File: src/sv/prq_pkg.sv
package prq_pkg;

  localparam int NUM_CLASSES = 4;

  localparam logic [1:0] CLS_NORMAL = 2'd1;
  localparam logic [1:0] CLS_LOW    = 2'd2;

  localparam logic [5:0]  RST_CAPACITY  = 6'd32;
  localparam logic [6:0]  RST_HIGH_PCT  = 7'd80;
  localparam logic [6:0]  RST_LOW_PCT   = 7'd50;
  localparam logic        RST_PRIO_EN   = 1'b1;
  localparam logic [31:0] RST_TIMEOUT   = 32'd30000;
  localparam logic [31:0] RST_EVICT_INT = 32'd1000;
  localparam logic [31:0] RST_AGING_INT = 32'd5000;

  localparam logic [6:0]  PCT_50  = 7'd50;
  localparam logic [6:0]  PCT_75  = 7'd75;
  localparam logic [6:0]  PCT_90  = 7'd90;
  localparam logic [6:0]  PCT_100 = 7'd100;

  localparam logic [10:0] RETRY_BASE_50  = 11'd50;
  localparam logic [10:0] RETRY_BASE_75  = 11'd150;
  localparam logic [10:0] RETRY_BASE_90  = 11'd400;
  localparam logic [10:0] RETRY_BASE_100 = 11'd1000;
  localparam logic [10:0] RETRY_ADD_MAX  = 11'd500;
  localparam logic [10:0] RETRY_MAX      = 11'd2000;

  typedef enum logic [1:0] {
    CMD_ENQ  = 2'd0,
    CMD_DEQ  = 2'd1,
    CMD_TICK = 2'd2,
    CMD_NOP  = 2'd3
  } prq_cmd_code_t;

  typedef enum logic [2:0] {
    KIND_ACCEPTED  = 3'd0,
    KIND_REJECTED  = 3'd1,
    KIND_DEQUEUED  = 3'd2,
    KIND_EMPTY     = 3'd3,
    KIND_EVICTED   = 3'd4,
    KIND_BP_CHANGE = 3'd5,
    KIND_TICK_DONE = 3'd6
  } prq_kind_t;

  typedef enum logic [2:0] {
    REG_CAPACITY  = 3'd0,
    REG_HIGH_PCT  = 3'd1,
    REG_LOW_PCT   = 3'd2,
    REG_PRIO_EN   = 3'd3,
    REG_TIMEOUT   = 3'd4,
    REG_EVICT_INT = 3'd5,
    REG_AGING_INT = 3'd6
  } prq_reg_t;

  typedef enum logic [2:0] {
    EM_PRIMARY,
    EM_REJECT,
    EM_EMPTY,
    EM_EVICT,
    EM_BP,
    EM_TICK
  } prq_emit_t;

  typedef enum logic [2:0] {
    SCAN_FREE,
    SCAN_DEQ,
    SCAN_PICK,
    SCAN_EV_MARK,
    SCAN_AG_MARK
  } prq_scan_t;

  typedef enum logic [4:0] {
    S_IDLE,
    S_ENQ,
    S_ENQ_SCAN,
    S_ENQ_WR,
    S_REJ_EMIT,
    S_DEQ_SCAN,
    S_DEQ_DEC,
    S_DEQ_REM,
    S_EMPTY_EMIT,
    S_PRI_EMIT,
    S_BP_UPD,
    S_DIV_WAIT,
    S_BP_EMIT,
    S_TICK,
    S_EV_MARK,
    S_EV_COMMIT,
    S_EV_PICK,
    S_EV_DEC,
    S_EV_EMIT,
    S_AG_CHECK,
    S_AG_MARK,
    S_AG_PICK,
    S_AG_DEC,
    S_AG_MOVE,
    S_TICK_EMIT
  } prq_state_t;

  typedef struct packed {
    logic [5:0]  capacity;
    logic [6:0]  high_pct;
    logic [6:0]  low_pct;
    logic        prio_en;
    logic [31:0] timeout;
    logic [31:0] evict_int;
    logic [31:0] aging_int;
  } prq_cfg_t;

  typedef struct packed {
    logic      in_load;
    logic      clr_found;
    logic      scan;
    prq_scan_t scan_mode;
    logic      enq_write;
    logic      deq_remove;
    logic      tick;
    logic      ev_commit;
    logic      ev_clear;
    logic      ag_move;
    logic      bp_toggle;
    logic      div_start;
    logic      emit;
    prq_emit_t emit_sel;
    logic      last;
  } prq_ctl_t;

  typedef struct packed {
    logic scan_end;
    logic found;
    logic full;
    logic bp_chg;
    logic ev_fire;
    logic ag_fire;
    logic prio_en;
    logic need_div;
    logic div_done;
    logic out_free;
    logic ev_any;
  } prq_sts_t;

  function automatic logic util_ge(input logic [15:0] tot100, input logic [6:0] p,
                                   input logic [5:0] cap);
    logic res;
    if (cap == 6'd0) res = (p == 7'd0);
    else res = (tot100 >= 16'(p) * 16'(cap));
    return res;
  endfunction

  function automatic logic util_le(input logic [15:0] tot100, input logic [6:0] p,
                                   input logic [5:0] cap);
    logic res;
    if (cap == 6'd0) res = 1'b1;
    else res = (tot100 <= 16'(p) * 16'(cap));
    return res;
  endfunction

endpackage

File: src/sv/prq_cfg.sv
module prq_cfg (
  input  logic               clk,
  input  logic               rst_n,
  input  logic               cfg_psel,
  input  logic               cfg_penable,
  input  logic               cfg_pwrite,
  input  logic [4:0]         cfg_paddr,
  input  logic [31:0]        cfg_pwdata,
  output logic [31:0]        cfg_prdata,
  output logic               cfg_pready,
  output prq_pkg::prq_cfg_t  cfg
);
  import prq_pkg::*;

  prq_cfg_t cfg_r;
  prq_reg_t sel;
  logic     wr;

  assign sel        = prq_reg_t'(cfg_paddr[4:2]);
  assign wr         = cfg_psel & cfg_penable & cfg_pwrite;
  assign cfg_pready = 1'b1;
  assign cfg        = cfg_r;

  always_ff @(posedge clk) begin
    if (!rst_n) begin
      cfg_r.capacity  <= RST_CAPACITY;
      cfg_r.high_pct  <= RST_HIGH_PCT;
      cfg_r.low_pct   <= RST_LOW_PCT;
      cfg_r.prio_en   <= RST_PRIO_EN;
      cfg_r.timeout   <= RST_TIMEOUT;
      cfg_r.evict_int <= RST_EVICT_INT;
      cfg_r.aging_int <= RST_AGING_INT;
    end else if (wr) begin
      case (sel)
        REG_CAPACITY:  cfg_r.capacity  <= cfg_pwdata[5:0];
        REG_HIGH_PCT:  cfg_r.high_pct  <= cfg_pwdata[6:0];
        REG_LOW_PCT:   cfg_r.low_pct   <= cfg_pwdata[6:0];
        REG_PRIO_EN:   cfg_r.prio_en   <= cfg_pwdata[0];
        REG_TIMEOUT:   cfg_r.timeout   <= cfg_pwdata;
        REG_EVICT_INT: cfg_r.evict_int <= cfg_pwdata;
        REG_AGING_INT: cfg_r.aging_int <= cfg_pwdata;
        default: ;
      endcase
    end
  end

  always_comb begin
    case (sel)
      REG_CAPACITY:  cfg_prdata = {26'd0, cfg_r.capacity};
      REG_HIGH_PCT:  cfg_prdata = {25'd0, cfg_r.high_pct};
      REG_LOW_PCT:   cfg_prdata = {25'd0, cfg_r.low_pct};
      REG_PRIO_EN:   cfg_prdata = {31'd0, cfg_r.prio_en};
      REG_TIMEOUT:   cfg_prdata = cfg_r.timeout;
      REG_EVICT_INT: cfg_prdata = cfg_r.evict_int;
      REG_AGING_INT: cfg_prdata = cfg_r.aging_int;
      default:       cfg_prdata = 32'd0;
    endcase
  end

endmodule

File: src/sv/prq_div.sv
module prq_div (
  input  logic        clk,
  input  logic        rst_n,
  input  logic        start,
  input  logic [47:0] dividend,
  input  logic [35:0] divisor,
  output logic        done,
  output logic [47:0] quot
);

  logic [36:0] rem_r;
  logic [47:0] quo_r;
  logic [35:0] dvs_r;
  logic [5:0]  cnt_r;
  logic        busy_r;
  logic        done_r;
  logic [36:0] shifted;
  logic        take;

  // restoring division, one quotient bit per cycle
  assign shifted = {rem_r[35:0], quo_r[47]};
  assign take    = shifted >= {1'b0, dvs_r};
  assign done    = done_r;
  assign quot    = quo_r;

  always_ff @(posedge clk) begin
    if (!rst_n) begin
      busy_r <= 1'b0;
      done_r <= 1'b0;
      cnt_r  <= 6'd0;
    end else if (start) begin
      busy_r <= 1'b1;
      done_r <= 1'b0;
      cnt_r  <= 6'd0;
    end else if (busy_r) begin
      cnt_r <= cnt_r + 6'd1;
      if (cnt_r == 6'd47) begin
        busy_r <= 1'b0;
        done_r <= 1'b1;
      end
    end
  end

  always_ff @(posedge clk) begin
    if (start) begin
      rem_r <= 37'd0;
      quo_r <= dividend;
      dvs_r <= divisor;
    end else if (busy_r) begin
      rem_r <= take ? (shifted - {1'b0, dvs_r}) : shifted;
      quo_r <= {quo_r[46:0], take};
    end
  end

endmodule

File: src/sv/prq_dp.sv
module prq_dp #(
  parameter int DEPTH = 32
) (
  input  logic               clk,
  input  logic               rst_n,
  input  prq_pkg::prq_cfg_t  cfg,
  input  prq_pkg::prq_ctl_t  ctl,
  output prq_pkg::prq_sts_t  sts,
  input  logic [23:0]        in_tdata,
  output logic               out_tvalid,
  input  logic               out_tready,
  output logic [71:0]        out_tdata,
  output logic [2:0]         out_tuser,
  output logic               out_tlast
);
  import prq_pkg::*;

  localparam int IDXW = (DEPTH > 1) ? $clog2(DEPTH) : 1;
  localparam int TW   = $clog2(DEPTH + 1);

  // slot store
  logic [DEPTH-1:0] valid_r;
  logic [DEPTH-1:0] mark_r;
  logic [15:0]      tag_r   [DEPTH];
  logic [1:0]       cls_r   [DEPTH];
  logic [31:0]      stamp_r [DEPTH];
  logic [31:0]      ord_r   [DEPTH];

  logic [IDXW-1:0] idx_r, best_r;
  logic            found_r;
  logic [1:0]      best_cls_r;
  logic [31:0]     best_ord_r;
  logic [TW-1:0]   total_r, ne_r;
  logic [31:0]     seq_r, now_r, ev_cd_r, ag_cd_r, served_r;
  logic [47:0]     wait_sum_r;
  logic            bp_r;
  logic [15:0]     id_r;
  logic [2:0]      pri_r;

  prq_kind_t   p_kind_r;
  logic [15:0] p_tag_r;
  logic [1:0]  p_cls_r;
  logic [31:0] p_wait_r;

  logic        out_valid_r, out_last_r, out_bp_r;
  prq_kind_t   out_kind_r;
  logic [15:0] out_tag_r;
  logic [1:0]  out_cls_r;
  logic [31:0] out_wait_r;
  logic [10:0] out_retry_r;
  logic [5:0]  out_occ_r;

  logic        scan_end, cur_valid, better, take;
  logic [1:0]  cur_cls, req_cls;
  logic [31:0] cur_ord, cur_age, best_age;
  logic [15:0] tot100;
  logic        ev_fire, ag_fire, ge50;
  logic [47:0] quot;
  logic        div_done;
  logic [35:0] divisor;
  logic [10:0] base, add, retry_sum, retry;
  prq_kind_t   e_kind;
  logic [15:0] e_tag;
  logic [1:0]  e_cls;
  logic [31:0] e_wait;
  logic [10:0] e_retry;
  logic        out_free;

  assign scan_end  = idx_r == IDXW'(DEPTH - 1);
  assign cur_valid = valid_r[idx_r];
  assign cur_cls   = cls_r[idx_r];
  assign cur_ord   = ord_r[idx_r];
  assign cur_age   = now_r - stamp_r[idx_r];
  assign best_age  = now_r - stamp_r[best_r];
  assign better    = !found_r || (cur_cls < best_cls_r) ||
                     ((cur_cls == best_cls_r) && (cur_ord < best_ord_r));
  assign req_cls   = (cfg.prio_en && (pri_r < 3'(NUM_CLASSES))) ? pri_r[1:0] : CLS_NORMAL;
  assign tot100    = 16'(total_r) * 16'd100;
  assign ev_fire   = ev_cd_r <= 32'd1;
  assign ag_fire   = ag_cd_r <= 32'd1;
  assign ge50      = util_ge(tot100, PCT_50, cfg.capacity);
  assign divisor   = 36'({served_r, 3'b000}) + 36'({served_r, 1'b0});
  assign out_free  = !out_valid_r || out_tready;

  always_comb begin
    case (ctl.scan_mode)
      SCAN_FREE: take = !cur_valid && !found_r;
      SCAN_DEQ:  take = cur_valid && better;
      SCAN_PICK: take = mark_r[idx_r] && better;
      default:   take = 1'b0;
    endcase
  end

  assign sts.scan_end = scan_end;
  assign sts.found    = found_r;
  assign sts.full     = (total_r >= TW'(cfg.capacity)) || (total_r >= TW'(DEPTH));
  assign sts.bp_chg   = (!bp_r && util_ge(tot100, cfg.high_pct, cfg.capacity)) ||
                        (bp_r && util_le(tot100, cfg.low_pct, cfg.capacity));
  assign sts.ev_fire  = ev_fire;
  assign sts.ag_fire  = ag_fire;
  assign sts.prio_en  = cfg.prio_en;
  assign sts.need_div = ge50 && (served_r != 32'd0);
  assign sts.div_done = div_done;
  assign sts.out_free = out_free;
  assign sts.ev_any   = ne_r != '0;

  prq_div u_div (
    .clk      (clk),
    .rst_n    (rst_n),
    .start    (ctl.div_start),
    .dividend (wait_sum_r),
    .divisor  (divisor),
    .done     (div_done),
    .quot     (quot)
  );

  // retry delay from utilization bands plus mean wait / 10
  always_comb begin
    if (util_ge(tot100, PCT_100, cfg.capacity))     base = RETRY_BASE_100;
    else if (util_ge(tot100, PCT_90, cfg.capacity)) base = RETRY_BASE_90;
    else if (util_ge(tot100, PCT_75, cfg.capacity)) base = RETRY_BASE_75;
    else                                            base = RETRY_BASE_50;
    if (served_r == 32'd0)               add = 11'd0;
    else if (quot >= 48'(RETRY_ADD_MAX)) add = RETRY_ADD_MAX;
    else                                 add = quot[10:0];
    retry_sum = base + add;
    if (!ge50)                       retry = 11'd0;
    else if (retry_sum > RETRY_MAX) retry = RETRY_MAX;
    else                             retry = retry_sum;
  end

  // control registers
  always_ff @(posedge clk) begin
    if (!rst_n) begin
      valid_r    <= '0;
      mark_r     <= '0;
      idx_r      <= '0;
      found_r    <= 1'b0;
      total_r    <= '0;
      ne_r       <= '0;
      seq_r      <= 32'd0;
      now_r      <= 32'd0;
      ev_cd_r    <= RST_EVICT_INT;
      ag_cd_r    <= RST_AGING_INT;
      served_r   <= 32'd0;
      wait_sum_r <= 48'd0;
      bp_r       <= 1'b0;
    end else begin
      if (ctl.in_load) ne_r <= '0;
      if (ctl.clr_found) found_r <= 1'b0;
      if (ctl.scan) begin
        idx_r <= scan_end ? '0 : idx_r + IDXW'(1);
        if (take) found_r <= 1'b1;
        if (ctl.scan_mode == SCAN_EV_MARK) begin
          mark_r[idx_r] <= cur_valid && (cur_age > cfg.timeout);
          if (cur_valid && (cur_age > cfg.timeout)) ne_r <= ne_r + TW'(1);
        end else if (ctl.scan_mode == SCAN_AG_MARK) begin
          mark_r[idx_r] <= cur_valid && (cur_cls >= CLS_LOW) && (cur_age > cfg.aging_int);
        end
      end
      if (ctl.enq_write) begin
        valid_r[best_r] <= 1'b1;
        total_r         <= total_r + TW'(1);
        seq_r           <= seq_r + 32'd1;
      end
      if (ctl.deq_remove) begin
        valid_r[best_r] <= 1'b0;
        total_r         <= total_r - TW'(1);
        served_r        <= served_r + 32'd1;
        wait_sum_r      <= wait_sum_r + 48'(best_age);
      end
      if (ctl.ev_commit) begin
        valid_r <= valid_r & ~mark_r;
        total_r <= total_r - ne_r;
      end
      if (ctl.ev_clear) mark_r[best_r] <= 1'b0;
      if (ctl.ag_move) begin
        mark_r[best_r] <= 1'b0;
        seq_r          <= seq_r + 32'd1;
      end
      if (ctl.bp_toggle) bp_r <= !bp_r;
      if (ctl.tick) begin
        now_r   <= now_r + 32'd1;
        ev_cd_r <= ev_fire ? ((cfg.evict_int == 32'd0) ? 32'd1 : cfg.evict_int)
                           : ev_cd_r - 32'd1;
        ag_cd_r <= ag_fire ? ((cfg.aging_int == 32'd0) ? 32'd1 : cfg.aging_int)
                           : ag_cd_r - 32'd1;
      end
    end
  end

  // payload registers
  always_ff @(posedge clk) begin
    if (ctl.in_load) begin
      id_r  <= in_tdata[15:0];
      pri_r <= in_tdata[18:16];
    end
    if (ctl.scan && take) begin
      best_r     <= idx_r;
      best_cls_r <= cur_cls;
      best_ord_r <= cur_ord;
    end
    if (ctl.enq_write) begin
      tag_r[best_r]   <= id_r;
      cls_r[best_r]   <= req_cls;
      stamp_r[best_r] <= now_r;
      ord_r[best_r]   <= seq_r;
      p_kind_r        <= KIND_ACCEPTED;
      p_tag_r         <= id_r;
      p_cls_r         <= req_cls;
      p_wait_r        <= 32'd0;
    end
    if (ctl.deq_remove) begin
      p_kind_r <= KIND_DEQUEUED;
      p_tag_r  <= tag_r[best_r];
      p_cls_r  <= cls_r[best_r];
      p_wait_r <= best_age;
    end
    if (ctl.ag_move) begin
      ord_r[best_r] <= seq_r;
      cls_r[best_r] <= CLS_NORMAL;
    end
  end

  always_comb begin
    e_kind  = KIND_TICK_DONE;
    e_tag   = 16'd0;
    e_cls   = 2'd0;
    e_wait  = 32'd0;
    e_retry = 11'd0;
    case (ctl.emit_sel)
      EM_PRIMARY: begin
        e_kind = p_kind_r;
        e_tag  = p_tag_r;
        e_cls  = p_cls_r;
        e_wait = p_wait_r;
      end
      EM_REJECT: begin
        e_kind = KIND_REJECTED;
        e_tag  = id_r;
        e_cls  = req_cls;
      end
      EM_EMPTY: e_kind = KIND_EMPTY;
      EM_EVICT: begin
        e_kind = KIND_EVICTED;
        e_tag  = tag_r[best_r];
        e_cls  = cls_r[best_r];
        e_wait = best_age;
      end
      EM_BP: begin
        e_kind  = KIND_BP_CHANGE;
        e_retry = retry;
      end
      EM_TICK: e_kind = KIND_TICK_DONE;
      default: e_kind = KIND_TICK_DONE;
    endcase
  end

  // output register, held until the sink takes it
  always_ff @(posedge clk) begin
    if (!rst_n) begin
      out_valid_r <= 1'b0;
    end else if (ctl.emit) begin
      out_valid_r <= 1'b1;
    end else if (out_tready) begin
      out_valid_r <= 1'b0;
    end
  end

  always_ff @(posedge clk) begin
    if (ctl.emit) begin
      out_kind_r  <= e_kind;
      out_tag_r   <= e_tag;
      out_cls_r   <= e_cls;
      out_wait_r  <= e_wait;
      out_bp_r    <= bp_r;
      out_retry_r <= e_retry;
      out_occ_r   <= 6'(total_r);
      out_last_r  <= ctl.last;
    end
  end

  assign out_tvalid = out_valid_r;
  assign out_tuser  = out_kind_r;
  assign out_tlast  = out_last_r;
  assign out_tdata  = {4'd0, out_occ_r, out_retry_r, out_bp_r, out_wait_r, out_cls_r,
                       out_tag_r};

endmodule

File: src/sv/prq_ctrl.sv
module prq_ctrl (
  input  logic               clk,
  input  logic               rst_n,
  input  logic               in_tvalid,
  input  logic [1:0]         in_tuser,
  output logic               in_tready,
  input  prq_pkg::prq_sts_t  sts,
  output prq_pkg::prq_ctl_t  ctl
);
  import prq_pkg::*;

  prq_state_t    state_r, state_nxt;
  logic          ag_fire_r, in_tick_r;
  prq_cmd_code_t cmd;
  logic          fire;

  assign cmd       = prq_cmd_code_t'(in_tuser);
  assign in_tready = state_r == S_IDLE;
  assign fire      = in_tvalid && in_tready;

  always_ff @(posedge clk) begin
    if (!rst_n) begin
      state_r   <= S_IDLE;
      ag_fire_r <= 1'b0;
      in_tick_r <= 1'b0;
    end else begin
      state_r <= state_nxt;
      if (state_r == S_IDLE) in_tick_r <= 1'b0;
      if (state_r == S_TICK) begin
        in_tick_r <= 1'b1;
        ag_fire_r <= sts.ag_fire;
      end
    end
  end

  always_comb begin
    state_nxt = state_r;
    case (state_r)
      S_IDLE: begin
        if (fire) begin
          case (cmd)
            CMD_ENQ:  state_nxt = S_ENQ;
            CMD_DEQ:  state_nxt = S_DEQ_SCAN;
            CMD_TICK: state_nxt = S_TICK;
            default:  state_nxt = S_IDLE;
          endcase
        end
      end
      S_ENQ:        state_nxt = sts.full ? S_REJ_EMIT : S_ENQ_SCAN;
      S_ENQ_SCAN:   if (sts.scan_end) state_nxt = S_ENQ_WR;
      S_ENQ_WR:     state_nxt = S_PRI_EMIT;
      S_REJ_EMIT:   if (sts.out_free) state_nxt = S_IDLE;
      S_DEQ_SCAN:   if (sts.scan_end) state_nxt = S_DEQ_DEC;
      S_DEQ_DEC:    state_nxt = sts.found ? S_DEQ_REM : S_EMPTY_EMIT;
      S_DEQ_REM:    state_nxt = S_PRI_EMIT;
      S_EMPTY_EMIT: if (sts.out_free) state_nxt = S_IDLE;
      S_PRI_EMIT:   if (sts.out_free) state_nxt = sts.bp_chg ? S_BP_UPD : S_IDLE;
      S_BP_UPD:     state_nxt = sts.need_div ? S_DIV_WAIT : S_BP_EMIT;
      S_DIV_WAIT:   if (sts.div_done) state_nxt = S_BP_EMIT;
      S_BP_EMIT:    if (sts.out_free) state_nxt = in_tick_r ? S_AG_CHECK : S_IDLE;
      S_TICK:       state_nxt = sts.ev_fire ? S_EV_MARK : S_AG_CHECK;
      S_EV_MARK:    if (sts.scan_end) state_nxt = S_EV_COMMIT;
      S_EV_COMMIT:  state_nxt = S_EV_PICK;
      S_EV_PICK:    if (sts.scan_end) state_nxt = S_EV_DEC;
      S_EV_DEC: begin
        if (sts.found) state_nxt = S_EV_EMIT;
        else if (sts.ev_any && sts.bp_chg) state_nxt = S_BP_UPD;
        else state_nxt = S_AG_CHECK;
      end
      S_EV_EMIT:    if (sts.out_free) state_nxt = S_EV_PICK;
      S_AG_CHECK:   state_nxt = (ag_fire_r && sts.prio_en) ? S_AG_MARK : S_TICK_EMIT;
      S_AG_MARK:    if (sts.scan_end) state_nxt = S_AG_PICK;
      S_AG_PICK:    if (sts.scan_end) state_nxt = S_AG_DEC;
      S_AG_DEC:     state_nxt = sts.found ? S_AG_MOVE : S_TICK_EMIT;
      S_AG_MOVE:    state_nxt = S_AG_PICK;
      S_TICK_EMIT:  if (sts.out_free) state_nxt = S_IDLE;
      default:      state_nxt = S_IDLE;
    endcase
  end

  always_comb begin
    ctl = '0;
    ctl.scan_mode = SCAN_FREE;
    ctl.emit_sel  = EM_TICK;
    case (state_r)
      S_IDLE: begin
        ctl.in_load   = fire;
        ctl.clr_found = fire;
      end
      S_ENQ_SCAN: begin
        ctl.scan      = 1'b1;
        ctl.scan_mode = SCAN_FREE;
      end
      S_ENQ_WR: ctl.enq_write = 1'b1;
      S_REJ_EMIT: begin
        ctl.emit     = sts.out_free;
        ctl.emit_sel = EM_REJECT;
        ctl.last     = 1'b1;
      end
      S_DEQ_SCAN: begin
        ctl.scan      = 1'b1;
        ctl.scan_mode = SCAN_DEQ;
      end
      S_DEQ_REM: ctl.deq_remove = 1'b1;
      S_EMPTY_EMIT: begin
        ctl.emit     = sts.out_free;
        ctl.emit_sel = EM_EMPTY;
        ctl.last     = 1'b1;
      end
      S_PRI_EMIT: begin
        ctl.emit     = sts.out_free;
        ctl.emit_sel = EM_PRIMARY;
        ctl.last     = !sts.bp_chg;
      end
      S_BP_UPD: begin
        ctl.bp_toggle = 1'b1;
        ctl.div_start = sts.need_div;
      end
      S_BP_EMIT: begin
        ctl.emit     = sts.out_free;
        ctl.emit_sel = EM_BP;
        ctl.last     = !in_tick_r;
      end
      S_TICK: ctl.tick = 1'b1;
      S_EV_MARK: begin
        ctl.scan      = 1'b1;
        ctl.scan_mode = SCAN_EV_MARK;
      end
      S_EV_COMMIT: begin
        ctl.ev_commit = 1'b1;
        ctl.clr_found = 1'b1;
      end
      S_EV_PICK: begin
        ctl.scan      = 1'b1;
        ctl.scan_mode = SCAN_PICK;
      end
      S_EV_EMIT: begin
        ctl.emit      = sts.out_free;
        ctl.emit_sel  = EM_EVICT;
        ctl.ev_clear  = sts.out_free;
        ctl.clr_found = sts.out_free;
      end
      S_AG_MARK: begin
        ctl.scan      = 1'b1;
        ctl.scan_mode = SCAN_AG_MARK;
        ctl.clr_found = 1'b1;
      end
      S_AG_PICK: begin
        ctl.scan      = 1'b1;
        ctl.scan_mode = SCAN_PICK;
      end
      S_AG_MOVE: begin
        ctl.ag_move   = 1'b1;
        ctl.clr_found = 1'b1;
      end
      S_TICK_EMIT: begin
        ctl.emit     = sts.out_free;
        ctl.emit_sel = EM_TICK;
        ctl.last     = 1'b1;
      end
      default: ;
    endcase
  end

endmodule

File: src/sv/priority_request_queue_backpressure.sv
// Priority request queue with four FIFO classes, aging, timeout eviction and
// backpressure reporting.
// Input channel in_*: one command per transaction (enqueue, dequeue, tick).
// Output channel out_*: one or more results per command; tlast marks the
// final result of a command. Configuration goes through the cfg_* port; the
// user must write it only while the block is idle (not enforced by the block).
// Commands are handled one at a time. An enqueue that is not rejected and a
// dequeue each scan every slot, one slot a cycle. A backpressure change may
// also wait for the 48-step mean-wait divider. A tick runs, when eviction
// fires, a marking scan, a commit and picking scans until no marked entry is
// left, and when aging fires, a marking scan and such picking scans.
// Reset clears the queue, the tick counters and backpressure and loads the
// register defaults; no clearing pass is needed.
// When the receiver stalls, the pending result stays in the output register
// and the block waits before producing the next one.
module priority_request_queue_backpressure #(
  parameter int DEPTH = 32
) (
  input  logic        clk,
  input  logic        rst_n,
  input  logic        in_tvalid,
  output logic        in_tready,
  input  logic [23:0] in_tdata,   // req_id[15:0], priority_req[18:16]
  input  logic [1:0]  in_tuser,   // cmd[1:0]
  output logic        out_tvalid,
  input  logic        out_tready,
  // tag[15:0], class_out[17:16], wait_ticks[49:18], backpressure[50],
  // retry_after_ms[61:51], occupancy[67:62]
  output logic [71:0] out_tdata,
  output logic [2:0]  out_tuser,  // kind[2:0]
  output logic        out_tlast,
  input  logic        cfg_psel,
  input  logic        cfg_penable,
  input  logic        cfg_pwrite,
  input  logic [4:0]  cfg_paddr,
  input  logic [31:0] cfg_pwdata,
  output logic [31:0] cfg_prdata,
  output logic        cfg_pready
);
  import prq_pkg::*;

  prq_cfg_t cfg;
  prq_ctl_t ctl;
  prq_sts_t sts;

  prq_cfg u_cfg (
    .clk         (clk),
    .rst_n       (rst_n),
    .cfg_psel    (cfg_psel),
    .cfg_penable (cfg_penable),
    .cfg_pwrite  (cfg_pwrite),
    .cfg_paddr   (cfg_paddr),
    .cfg_pwdata  (cfg_pwdata),
    .cfg_prdata  (cfg_prdata),
    .cfg_pready  (cfg_pready),
    .cfg         (cfg)
  );

  prq_ctrl u_ctrl (
    .clk       (clk),
    .rst_n     (rst_n),
    .in_tvalid (in_tvalid),
    .in_tuser  (in_tuser),
    .in_tready (in_tready),
    .sts       (sts),
    .ctl       (ctl)
  );

  prq_dp #(
    .DEPTH (DEPTH)
  ) u_dp (
    .clk        (clk),
    .rst_n      (rst_n),
    .cfg        (cfg),
    .ctl        (ctl),
    .sts        (sts),
    .in_tdata   (in_tdata),
    .out_tvalid (out_tvalid),
    .out_tready (out_tready),
    .out_tdata  (out_tdata),
    .out_tuser  (out_tuser),
    .out_tlast  (out_tlast)
  );

`ifndef NO_ASSERTIONS
  a_busy_after_accept: assert property (@(posedge clk) disable iff (!rst_n)
    (in_tvalid && in_tready && (in_tuser != CMD_NOP)) |=> !in_tready)
    else $error("block took a command while still busy");

  a_tick_done_last: assert property (@(posedge clk) disable iff (!rst_n)
    (out_tvalid && (out_tuser == KIND_TICK_DONE)) |-> out_tlast)
    else $error("tick done result not marked last");

  a_empty_occupancy: assert property (@(posedge clk) disable iff (!rst_n)
    (out_tvalid && (out_tuser == KIND_EMPTY)) |-> (out_tdata[67:62] == 6'd0))
    else $error("empty result with entries queued");

  a_no_emit_while_stalled: assert property (@(posedge clk) disable iff (!rst_n)
    (ctl.emit) |-> (!out_tvalid || out_tready))
    else $error("result overwritten before it was taken");
`endif

endmodule
File: config.mk
export PLATFORM = sky130hd
export DESIGN_NAME = priority_request_queue_backpressure
export DESIGN_NICKNAME = d
export VERILOG_FILES = /design/src/sv/prq_pkg.sv /design/src/sv/prq_cfg.sv /design/src/sv/prq_div.sv /design/src/sv/prq_dp.sv /design/src/sv/prq_ctrl.sv /design/src/sv/priority_request_queue_backpressure.sv
export SDC_FILE = /design/constraint.sdc
export NUM_CORES = 2
export LEC_CHECK = 0
export BUFFER_PORTS_ARGS = -buffer_cell sky130_fd_sc_hd__buf_2
export CORE_MARGIN = 3
export CORE_UTILIZATION = 63
export DETAILED_ROUTE_END_ITERATION = 10
export PLACE_DENSITY = 0.8
export REMOVE_ABC_BUFFERS = 1
export SLEW_MARGIN = 20
export SYNTH_ARGS = -nofsm -noshare
export SYNTH_HDL_FRONTEND = slang
export SYNTH_SLANG_ARGS = --single-unit
export TNS_END_PERCENT = 100
File: constraint.sdc
create_clock -name clk -period 15.05 [get_ports clk]
set_input_delay 0 -clock clk [delete_from_list [all_inputs] [get_ports clk]]
set_output_delay 0 -clock clk [all_outputs]
set_load 0.05 [all_outputs]
==> results.toml <==
[floorplan]
fp-row-count = 182
die_area_sq_mm = 0.256
io_pins = 181
die_x_um = 506
initial_utilization_pct = 63.6
fp.coreArea_sq_mm = 0.247
die_h_um = 506

[synthesis]
syn_area_per_cell_sq_um = 15.7
ys_async_sr_fraction_pct = 0
synth_seq_cells = 3358
synth_warnings = 0
ys_seq_area_share_pct = 61.1
synth.area.top_cells = "edfxtp_1 55%, mux4_2 17%, dfxtp_1 6.0%, ha_1 3.9%, nand2_1 1.8%"
synth_top_area_share_pct = 55.1
synth_largest_area_cell = "edfxtp_1"
ys_types = 99
syn_area_sq_mm = 0.157
synthCells = 10028
ys.flop_type = "edfxtp_1"
synth_edf_count = 2887

[timing]
fin_crit_sh_pct = 66.2
rsz0062_at_grt = "no"
fmax_mhz = 100
slew_violations = 0
slew_headroom_pct = 18.5
hold_violations = 0
min_period_ps = 9970
setup_viol = 0
finalClockSkew_ps = 60.9
worst_pin_slew_ps = 1220

[cts]
postCtsSetupBuffers = 0
clkSinkCount = 3358
cts-buffers-inserted = 351
clock-root-buffer = "clkbuf_16"
htree_levels = 5
insertion_delay_ps = 1010
max-clock-path-buffers = 4
cts_tree = "yes"
cts.clk_slew.worst_paths_ps = 70

[place]
port_buffers = 168
dp_hpwl_um = 248000
gp_congestion = 0.929
dp.cells = 13174

[global_route]
grt_pass1_vias = 100737
grt-ovfl-total = 0
grt_use_total_pct = 36.6
grt_pass1_wl_um = 685000
antenna_found_initial = 12
grt_max_degree = 143

[power]
comb_power_share_pct = 26.1
seq_power_share_pct = 41.1
p_sw_mw = 7.98
p_per_area_mw_per_mm2 = 150
ir_drop_mv = 0.141
switching_share_pct = 30.4
power_frac_clock_pct = 32.8
p_int_mw = 18.3
cellLeakagePower_nw = 59.0

[route]
drt_pass1_iterations = 8
drc = 0
vias = 101761
post_drt_wl_per_cell_um = 33.9
antenna_left = 0
drt_iter0_drc = 18216
wl_um = 472000
via_per_inst = 7.31

[final_layout]
final_util_pct = 70.7
area_growth_pct = 11.2
fillerInstances = 14520
drive_gt1_share_pct = 21.4
fin_cells = 13928
register_area_sq_mm = 0.0962
nets = 10950
multiInputGateArea_sq_mm = 0.0582

[min_path]
hold_class = "in2reg"

[setup_path]
crit_arrival_ps = 10790
crit_family = "simple AND/OR/NAND/NOR gates"
path_buf_inv = 3
startpoint_type = "flop"
required_ps = 15880
max_stage_delay_ps = 870
critPathMaxFanout = 104
cp-end-kind = "flop"
crit_slowest_cell = "buf_4"
path_class = "reg2reg"

[run]
cap_viol_max_count = 0

[outcome]
outcome = "finished clean"
==> layout by cell type (no fill, tap or decap), types with 147 or more instances in the layout <==
cell type,instances
buf_4,184
a21o_1,147
nor2_1,475
mux4_2,1178
mux2i_1,192
nand2_1,731
edfxtp_1,2887
a21oi_1,457
ha_1,484
xnor2_1,170
o21ai_0,330
buf_2,167
inv_1,364
dfxtp_1,425
clkbuf_16,355
==> registers in the layout, indices dropped and copies added, names as in the netlist, 32 cells and up, named ones only <==
register,flops
u_dp.p_wait_r,32
u_dp.u_div.dvs_r,35
u_dp.mark_r,32
u_dp.u_div.quot,48
u_dp.cls_r,64
u_dp.stamp_r,1024
u_dp.u_div.rem_r,36
u_dp.best_ord_r,32
u_dp.served_r,32
u_cfg.cfg,117
u_dp.ord_r,1024
u_dp.valid_r,32
u_dp.seq_r,32
u_dp.tag_r,512
u_dp.now_r,32
u_dp.ev_cd_r,32
u_dp.wait_sum_r,48
u_dp.ag_cd_r,32
u_dp.out_wait_r,32
==> cells by family after synthesis <==
group,after synthesis,share of synthesized area [%]
other,2,0.00478
AND/OR/NAND/NOR,2014,5.93
adder cells (fa/ha/maj),546,4.63
XOR/XNOR,302,1.68
multiplexers,1411,18.4
buffers and inverters,906,2.27
flip-flops,3358,61.1
AO/OA/AOI/OAI,1489,5.96
==> tightest hold or removal path, cell delays in order <==
cell and delay (ps):
buf_2 110, nand4_1 160, or3b_2 540, nand2_1 110
a21oi_1 130
==> power groups by stage <==
stage	clock network, mW	registers, mW	logic (mW)
detailed placement	0	11.0	6.55
CTS	8.62	10.8	6.76
global placement	0	10.9	6.39
floorplan	0	11.8	6.23
global route	8.97	10.8	7.19
finish	8.60	10.8	6.85
==> layer usage <==
layer  up-vias  part of all wire [%]  global-route usage (%)
li1      40215                     -                       -
met1     50544                    34                    48.1
met2      9022                    47                    56.8
met3      1972                    14                    10.1
met4         8                   6.0                    18.2
met5         -                 0.061                   0.694
==> final cells by class <==
type | count | area share [%]
repair buffers | 489 | 2.17
multi-input cells | 5768 | 33.3
clock buffers | 438 | 5.32
flip-flops and latches | 3358 | 55.0
well taps | 3312 | 2.37
clock inverters | 190 | 0.994
diodes | 6 | 0.00859
inverters | 367 | 0.793
==> worst paths after layout <==
kind	startpoint	endpoint	slack, ps	depth (start not counted)
max reg2reg	flop	u_dp.mark_r[18]	5080	25
min reg2reg	u_cfg.cfg[23]	u_cfg.cfg[23]	470	2
min	cfg_psel	u_cfg.cfg[16]	110	5
max	flop	u_dp.mark_r[18]	5080	25
==> stage by stage <==
step / setup WS [ps] / setup TNS [ps] / hold slack, ps / power [mW] / area [sq um]
floorplan: -13470 / -1967110 / 61.9 / 18.1 / 155000
global placement: 5110 / 0 / 176 / 17.3 / 162000
detailed placement: 4990 / 0 / 178 / 17.5 / 162000
CTS: 4880 / 0 / 23.5 / 26.1 / 175000
global route: 4680 / 0 / 111 / 27.0 / 175000
finish: 5080 / 0 / 110 / 26.2 / 175000
==> timing repair <==
| action | 4_1_cts | 5_1_grt |
|---|---|---|
| gates resized for setup | 0 | 0 |
| hold buffers | 116 | 0 |
| endpoints found under the hold margin | 217 | 0 |
==> synth_stat cells, types with 62 or more instances <==
library cell     n
xnor2_1        170
ha_1           484
mux4_2        1178
nand2_1        734
dfxtp_1        471
a211oi_1        72
buf_1           70
mux2i_1        192
clkbuf_1       372
o21ai_0        331
nor2_1         545
buf_2           85
nor4_1          63
nand4_1         71
and3_1          62
edfxtp_1      2887
a21o_1         147
and2_1         143
inv_1          366
xor2_1         132
nor3_1          71
a21oi_1        458
nand3_1        114
Note: power is estimated with default switching activity, not from simulation.
